<file path="src/design/xcs_pkg.sv">
`default_nettype none
// ----------------------------------------------------------------------------
// XML comment stripper package
// Marker characters, shared types and the one-byte decision function used by
// the filter pass.
// ----------------------------------------------------------------------------
package xcs_pkg;

    localparam int WinDepth = 4;
    localparam int WinHeld  = WinDepth - 1;

    localparam logic [7:0] ChLt   = 8'h3C;
    localparam logic [7:0] ChBang = 8'h21;
    localparam logic [7:0] ChDash = 8'h2D;
    localparam logic [7:0] ChQues = 8'h3F;
    localparam logic [7:0] ChGt   = 8'h3E;

    typedef logic [7:0] byte_t;

    // Scanner state kept between beats.
    typedef struct packed {
        logic [1:0] cnt;     // bytes held in the window, 0..3
        logic       in_cmt;  // between an opener and its closer
        logic [1:0] skip;    // marker bytes still to drop
    } scan_t;

    // Outcome of deciding one byte.
    typedef struct packed {
        logic       keep;
        logic       in_cmt;
        logic [1:0] skip;
    } step_t;

    // Results of one input beat.
    typedef struct packed {
        logic [2:0] cnt;     // number of output beats, 0..4
        logic       last;    // final beat of the run carries tlast
        logic       dummy;   // single empty beat that only carries tlast
    } res_t;

    // Decide the front byte b0 with avail bytes visible from b0 onward.
    function automatic step_t xcs_step(
        input logic [1:0] skip,
        input logic       in_cmt,
        input logic [2:0] avail,
        input byte_t      b0,
        input byte_t      b1,
        input byte_t      b2,
        input byte_t      b3
    );
        step_t r;
        r.keep   = 1'b0;
        r.in_cmt = in_cmt;
        r.skip   = skip;
        if (skip != 2'd0)
        begin
            r.skip = skip - 2'd1;
        end
        else if (in_cmt)
        begin
            if (avail >= 3'd3 && b0 == ChDash && b1 == ChDash && b2 == ChGt)
            begin
                r.skip   = 2'd2;
                r.in_cmt = 1'b0;
            end
            else if (avail >= 3'd2 && b0 == ChQues && b1 == ChGt)
            begin
                r.skip   = 2'd1;
                r.in_cmt = 1'b0;
            end
        end
        else
        begin
            if (avail >= 3'd4 && b0 == ChLt && b1 == ChBang &&
                b2 == ChDash && b3 == ChDash)
            begin
                r.skip   = 2'd3;
                r.in_cmt = 1'b1;
            end
            else if (avail >= 3'd2 && b0 == ChLt && b1 == ChQues)
            begin
                r.skip   = 2'd1;
                r.in_cmt = 1'b1;
            end
            else
            begin
                r.keep = 1'b1;
            end
        end
        return r;
    endfunction

endpackage
`default_nettype wire

</file>
<file path="src/design/xcs_filter.sv">
`default_nettype none
// ----------------------------------------------------------------------------
// XML comment stripper filter pass
// Combinational decision for one input beat: appends the byte to the window,
// decides the oldest byte once the window is full (or drains the whole
// window on the last beat) and packs the kept bytes in order.
// ----------------------------------------------------------------------------
module xcs_filter
    import xcs_pkg::*;
(
    input  var byte_t win [WinHeld],
    input  var scan_t scan,
    input  var byte_t data_byte,
    input  var logic  end_of_stream,
    output var byte_t win_next [WinHeld],
    output var scan_t scan_next,
    output var byte_t res_bytes [WinDepth],
    output var res_t  res
);

    byte_t      ext [2*WinDepth-1];
    logic [2:0] n_total;
    step_t      st;
    logic [1:0] skip_v;
    logic       in_cmt_v;
    logic [2:0] k;
    logic       active;

    assign n_total = {1'b0, scan.cnt} + 3'd1;

    // Window with the new byte appended, padded with zeros beyond the end.
    always_comb
    begin
        for (int i = 0; i < 2*WinDepth-1; i++)
        begin
            if (i < WinHeld && 2'(i) < scan.cnt)
                ext[i] = win[i];
            else if (i < WinDepth && 3'(i) == n_total - 3'd1)
                ext[i] = data_byte;
            else
                ext[i] = 8'h00;
        end
    end

    // Up to four dependent decisions on the last beat, at most one otherwise.
    always_comb
    begin
        skip_v   = scan.skip;
        in_cmt_v = scan.in_cmt;
        k        = 3'd0;
        st       = '0;
        active   = 1'b0;
        for (int j = 0; j < WinDepth; j++)
            res_bytes[j] = 8'h00;
        for (int i = 0; i < WinDepth; i++)
        begin
            if (end_of_stream)
                active = 3'(i) < n_total;
            else
                active = (i == 0) && (n_total == 3'(WinDepth));
            st = xcs_step(skip_v, in_cmt_v, n_total - 3'(i),
                          ext[i], ext[i+1], ext[i+2], ext[i+3]);
            if (active)
            begin
                skip_v   = st.skip;
                in_cmt_v = st.in_cmt;
                if (st.keep)
                begin
                    res_bytes[k[1:0]] = ext[i];
                    k = k + 3'd1;
                end
            end
        end
    end

    always_comb
    begin
        win_next  = win;
        scan_next = scan;
        res.last  = end_of_stream;
        res.dummy = 1'b0;
        res.cnt   = k;
        if (end_of_stream)
        begin
            scan_next = '0;
            if (k == 3'd0)
            begin
                res.dummy = 1'b1;
                res.cnt   = 3'd1;
            end
        end
        else if (n_total == 3'(WinDepth))
        begin
            for (int j = 0; j < WinHeld; j++)
                win_next[j] = ext[j+1];
            scan_next.skip   = skip_v;
            scan_next.in_cmt = in_cmt_v;
        end
        else
        begin
            win_next[scan.cnt] = data_byte;
            scan_next.cnt      = scan.cnt + 2'd1;
        end
    end

endmodule
`default_nettype wire

</file>
<file path="src/design/xml_comment_stripper_core.sv">
`default_nettype none
// ----------------------------------------------------------------------------
// XML comment stripper core
// Streaming filter that removes comments and processing instructions.
// ----------------------------------------------------------------------------
// The core takes one document byte per beat on the slave side and drops every
// byte from an opener "<!--" or "<?" up to and including the first later
// closer "-->" or "?>"; either closer ends either opener. All other bytes,
// 0xFF included, pass through unchanged on the master side with tuser high.
// Matching looks ahead through a four-byte window, so the first three bytes
// of a document produce no output and each later byte releases at most one
// kept byte. The beat with tlast high drains the window: it produces one to
// four output beats, the final one with tlast high. If nothing is left to
// keep, a single beat with tdata zero, tuser low and tlast high closes the
// document. State then returns to its reset values for the next document.
// Rate: one input beat per cycle in steady flow; the decision for a beat is a
// single combinational pass between the window registers and the output
// buffer. The input stalls while two or more output beats are pending, or
// while one is pending and the master side does not take it in that cycle.
// This happens after a tlast beat, while its drain beats leave, or when the
// master side applies backpressure.
// ----------------------------------------------------------------------------
module xml_comment_stripper_core
    import xcs_pkg::*;
(
    input  var logic       clk,
    input  var logic       rst_n,
    // Slave side
    input  var logic       s_tvalid,
    output var logic       s_tready,
    input  var logic [7:0] s_tdata,   // [7:0] data_byte
    input  var logic       s_tlast,   // end_of_stream
    // Master side
    output var logic       m_tvalid,
    input  var logic       m_tready,
    output var logic [7:0] m_tdata,   // [7:0] out_byte
    output var logic       m_tuser,   // [0] byte_valid
    output var logic       m_tlast    // out_last
);

    // Look-ahead window and scanner state. Window bytes beyond the fill
    // count are never read, so they need no reset.
    byte_t win_reg  [WinHeld];
    byte_t win_next [WinHeld];
    scan_t scan_reg;
    scan_t scan_next;

    // Output buffer: pending result beats, oldest in entry zero.
    byte_t      obuf_reg [WinDepth];
    logic [2:0] ocnt_reg;
    logic       olast_reg;
    logic       odummy_reg;

    byte_t res_bytes [WinDepth];
    res_t  res;

    logic in_fire;
    logic out_fire;

    assign m_tvalid = (ocnt_reg != 3'd0);
    assign m_tdata  = obuf_reg[0];
    assign m_tuser  = ~odummy_reg;
    assign m_tlast  = olast_reg && (ocnt_reg == 3'd1);

    // A new beat may enter when the buffer is empty or its only beat leaves
    // in this cycle.
    assign s_tready = (ocnt_reg == 3'd0) || ((ocnt_reg == 3'd1) && m_tready);
    assign in_fire  = s_tvalid && s_tready;
    assign out_fire = m_tvalid && m_tready;

    xcs_filter u_filter (
        .win           (win_reg),
        .scan          (scan_reg),
        .data_byte     (s_tdata),
        .end_of_stream (s_tlast),
        .win_next      (win_next),
        .scan_next     (scan_next),
        .res_bytes     (res_bytes),
        .res           (res)
    );

    always_ff @(posedge clk or negedge rst_n)
    begin
        if (!rst_n)
        begin
            scan_reg   <= '0;
            ocnt_reg   <= 3'd0;
            olast_reg  <= 1'b0;
            odummy_reg <= 1'b0;
        end
        else
        begin
            if (in_fire)
            begin
                scan_reg   <= scan_next;
                ocnt_reg   <= res.cnt;
                olast_reg  <= res.last;
                odummy_reg <= res.dummy;
            end
            else if (out_fire)
            begin
                ocnt_reg <= ocnt_reg - 3'd1;
            end
        end
    end

    always_ff @(posedge clk)
    begin
        if (in_fire)
        begin
            win_reg  <= win_next;
            obuf_reg <= res_bytes;
        end
        else if (out_fire)
        begin
            for (int j = 0; j < WinDepth - 1; j++)
                obuf_reg[j] <= obuf_reg[j+1];
            obuf_reg[WinDepth-1] <= 8'h00;
        end
    end

    // ------------------------------------------------------------------------
    // Assertions
    // ------------------------------------------------------------------------
    a_ocnt_range: assert property (@(posedge clk) disable iff (!rst_n)
        ocnt_reg <= 3'(WinDepth))
        else $error("output buffer count out of range");

    a_empty_beat_is_last: assert property (@(posedge clk) disable iff (!rst_n)
        m_tvalid && !m_tuser |-> m_tlast)
        else $error("empty beat without tlast");

    a_stall_on_backlog: assert property (@(posedge clk) disable iff (!rst_n)
        ocnt_reg > 3'd1 |-> !s_tready)
        else $error("input accepted while output backlog pending");

    a_reset_after_last: assert property (@(posedge clk) disable iff (!rst_n)
        in_fire && s_tlast |=> scan_reg == '0 && m_tvalid)
        else $error("state not cleared after end of document");

endmodule
`default_nettype wire

</file>
<file path="config.mk">
export PLATFORM = sky130hd
export DESIGN_NAME = xml_comment_stripper_core
export DESIGN_NICKNAME = d
export VERILOG_FILES = /design/src/design/xcs_pkg.sv /design/src/design/xcs_filter.sv /design/src/design/xml_comment_stripper_core.sv
export SDC_FILE = /design/constraint.sdc
export NUM_CORES = 1
export LEC_CHECK = 0
export ABC_CLOCK_PERIOD_IN_PS = 11800
export BUFFER_PORTS_ARGS = -buffer_cell sky130_fd_sc_hd__buf_2
export CAP_MARGIN = 40
export CORE_ASPECT_RATIO = 1.75
export CORE_MARGIN = 1
export CORE_UTILIZATION = 50
export CTS_CLUSTER_SIZE = 12
export DETAILED_ROUTE_END_ITERATION = 7
export PLACE_DENSITY = 0.78
export SLEW_MARGIN = 15
export SYNTH_ARGS = -nofsm -noshare
export SYNTH_HDL_FRONTEND = slang
export SYNTH_SLANG_ARGS = --single-unit
</file>
<file path="constraint.sdc">
create_clock -name clk -period 11.8 [get_ports clk]
set_input_delay 1.18 -clock clk [delete_from_list [all_inputs] [get_ports clk]]
set_output_delay 1.18 -clock clk [all_outputs]
set_load 0.01 [all_outputs]
</file>
==> results.py <==
metrics = {
    "outcome": {
        "status": "finished, final reports clean",
    },
    "worst_setup_path": {
        "slowest_delay_ps": 880,
        "crit_type": "register to register",
        "cp_num_cells": 21,
        "crit_arrival_ps": 6380,
        "critPathBufInv": 2,
        "path_cells": "inv_1 -> ha_1 -> buf_8 -> and4b_1 -> o221a_1 -> nand4_1 -> or2_0 -> a21o_1 -> a21oi_1 -> nor2b_1 -> ha_1 -> nand2_1 -> o21ai_0 -> ha_1 -> nand3_1 -> o21ai_1 -> ha_1 -> and4_4 -> nor2_2 -> or4b_1 -> o22ai_1",
        "crit_slowest_cell": "dfrtp_1",
        "critPathTopFamily": "simple AND/OR/NAND/NOR gates",
        "critPathLaunchType": "register",
        "cp_max_fo": 31,
        "crit_path_end_kind": "register",
        "crit_top_cell": "ha_1",
        "cp_data_required_time_ps": 12060,
        "r2r_cells": 21,
    },
    "logic_synthesis": {
        "synth_area_um2": 5200,
        "synth_edf_count": 56,
        "synthTopCellsByArea": "edfxtp_1, dfrtp_1, ha_1",
        "post-synth-top-area-cell": "edfxtp_1",
        "synth_top_area_share_pct": 32.3,
        "synth.yosys.seq_area_share_pct": 37.2,
        "synth_warnings": 0,
        "async_flop_share_pct": 15.2,
        "ys.flop_type": "edfxtp_1",
        "avgSynthCellArea_um2": 9.22,
        "synth_cell_types": 81,
        "synth_seq_cells": 66,
        "synth_cells": 564,
        "syn-num-nets": 597,
    },
    "floorplan": {
        "initial_utilization_pct": 52.2,
        "rows": 48,
        "die_w_um": 79.1,
        "core_region_area_um2": 9970,
        "die-height_um": 137,
        "dieArea_um2": 10800,
        "ios": 25,
    },
    "sta": {
        "slew_headroom_pct": 44.3,
        "setup-violations-final": 0,
        "period_minus_slack_ps": 6120,
        "final.setup.tns_ps": 0,
        "worstMarginPinSlew_ps": 835,
        "slew_viol_final": 0,
        "hold_violations": 0,
        "min_period_over_period_pct": 51.9,
        "fin_worst_skew_ps": 9.26,
        "rsz0062_at_grt": "false",
        "max_freq_ghz": 0.163,
    },
    "power": {
        "p_total_mw": 1.07,
        "p_per_area_nw_per_um2": 192,
        "peakVddDrop_uv": 135,
        "p_leak_nw": 2.10,
    },
    "detailed_routing": {
        "wire_per_inst_um": 22.2,
        "totalWireLength_um": 15300,
        "firstDrtPassIters": 6,
        "drt-initial-drc-count": 491,
        "postRouteAntennaNets": 0,
        "dr_total_vias": 4833,
        "drc": 0,
        "routed_via_density": 7.01,
    },
    "cts": {
        "cts_buffer_depth": 2,
        "clkSinkCount": 66,
        "insertion_delay_ps": 340,
        "cts-root-buf": "clkbuf_16",
        "cts_resized": 0,
        "holdBufCountCts": 0,
        "post_cts_buffers": 0,
        "cts_made_buffers": 9,
        "clk_pin_slew_worst_paths_ps": 60,
        "cts_tree": "yes",
        "h-tree-depth": 3,
    },
    "cells_and_area": {
        "nNetsFinal": 592,
        "final_common_cell": "edfxtp_1",
        "instances_no_fill": 689,
        "areaGrowthSynthToFinish_pct": 7.29,
        "diodes": 0,
        "mostFrequentLayoutCells": "edfxtp_1, nand2_1, nor2_1",
        "drive_gt1_share_pct": 13.1,
        "fillers": 936,
    },
    "placed_design": {
        "gp_congestion": 1.03,
        "dp.cells": 671,
        "io_buffers": 24,
        "dpl.hpwl_um": 11100,
    },
    "grt": {
        "grt_usage_pct": 30.0,
        "grt_pass1_wl_um": 24100,
        "grt_pass1_vias": 4741,
        "antenna_found_initial": 0,
        "overflow": 0,
        "grt_max_degree": 41,
    },
    "job": {
        "drv_cap": 0,
    },
    "min_path": {
        "hold_path_depth": 2,
        "hold_class": "register to register",
    },
}
## worst paths after layout
check                       startpoint  slack (ps)          end
min                          olast_reg         500    olast_reg
max                        scan_reg[4]        5680  ocnt_reg[0]
min in group asynchronous        rst_n         700  scan_reg[4]
min reg2reg                  olast_reg         500    olast_reg
max reg2reg                scan_reg[4]        5680  ocnt_reg[0]
max in group asynchronous        rst_n       10880  ocnt_reg[1]
## per-stage QoR
| stage | instance area (um^2) | worst slack [ps] | hold slack [ps] | util, % |
|---|---|---|---|---|
| after floorplan | 5200 | 6790 | 447 | - |
| after global placement | 5250 | 5830 | 491 | 52.7 |
| after detailed placement | 5270 | 5580 | 494 | 52.8 |
| after CTS | 5560 | 5530 | 507 | 55.8 |
| after global routing | 5580 | 5220 | 519 | 56.0 |
| final | 5580 | 5680 | 498 | 56.0 |
## worst reg2reg max path, cell delays in order, from the launching register on
cell,delay [ps]
dfrtp_1,880
inv_1,350
ha_1,330
buf_8,190
and4b_1,310
o221a_1,280
nand4_1,200
or2_0,270
a21o_1,230
a21oi_1,330
nor2b_1,190
ha_1,230
nand2_1,50
o21ai_0,230
ha_1,410
nand3_1,70
o21ai_1,210
ha_1,250
and4_4,240
nor2_2,110
or4b_1,550
o22ai_1,140
## cell usage after synthesis, types with 5 or more instances
cell type,n
o211ai_1,8
o21ai_0,22
a31oi_1,11
ha_1,20
buf_1,5
nor2_1,39
and2_1,7
a21oi_1,33
nor3_1,9
mux2i_1,10
buf_4,9
a2bb2oi_1,7
inv_1,19
a21o_1,7
dfrtp_1,10
clkbuf_1,19
o21a_1,9
o22ai_1,8
a22oi_1,5
edfxtp_1,56
a221o_1,5
nand4_1,19
and3_1,9
nor2b_1,12
nand3b_1,6
or2_2,6
o21ai_1,5
buf_2,13
a22o_1,16
nand3_1,17
nand2_1,49
## power breakdown
part / switching (mW) / internal [mW] / leakage, nW
sequential: 0.0336 / 0.316 / 0.663
combinational: 0.287 / 0.163 / 1.29
clock: 0.107 / 0.163 / 0.143
total: 0.428 / 0.642 / 2.10
## cells by family (layout without fill, tap and decap cells)
logic type	after synthesis	count (layout)	share of synthesized area (%)
simple gates	223	223	24.7
mux	14	14	2.79
buf+inv	68	68	6.30
fa+ha+maj	20	20	4.81
compound gates	173	173	24.2
flops	66	66	37.2
## layout make-up
type,instances,area [um^2],area share (%)
multi-input cells,430,2940,52.7
clock buffers,9,225,4.04
flip-flops and latches,66,1930,34.6
well taps,125,156,2.80
clock inverters,7,68.8,1.23
repair buffers,33,185,3.32
inverters,19,71.3,1.28
## routing by layer
layer / GRT usage [%] / wire length, um / up-vias
met5: 0 / 0 / -
met4: 21.8 / 1260 / 0
met3: 4.60 / 1020 / 92
met2: 50.5 / 7580 / 300
met1: 34.0 / 5450 / 2288
li1: - / - / 2153
Note: power is estimated with default switching activity, not from simulation.
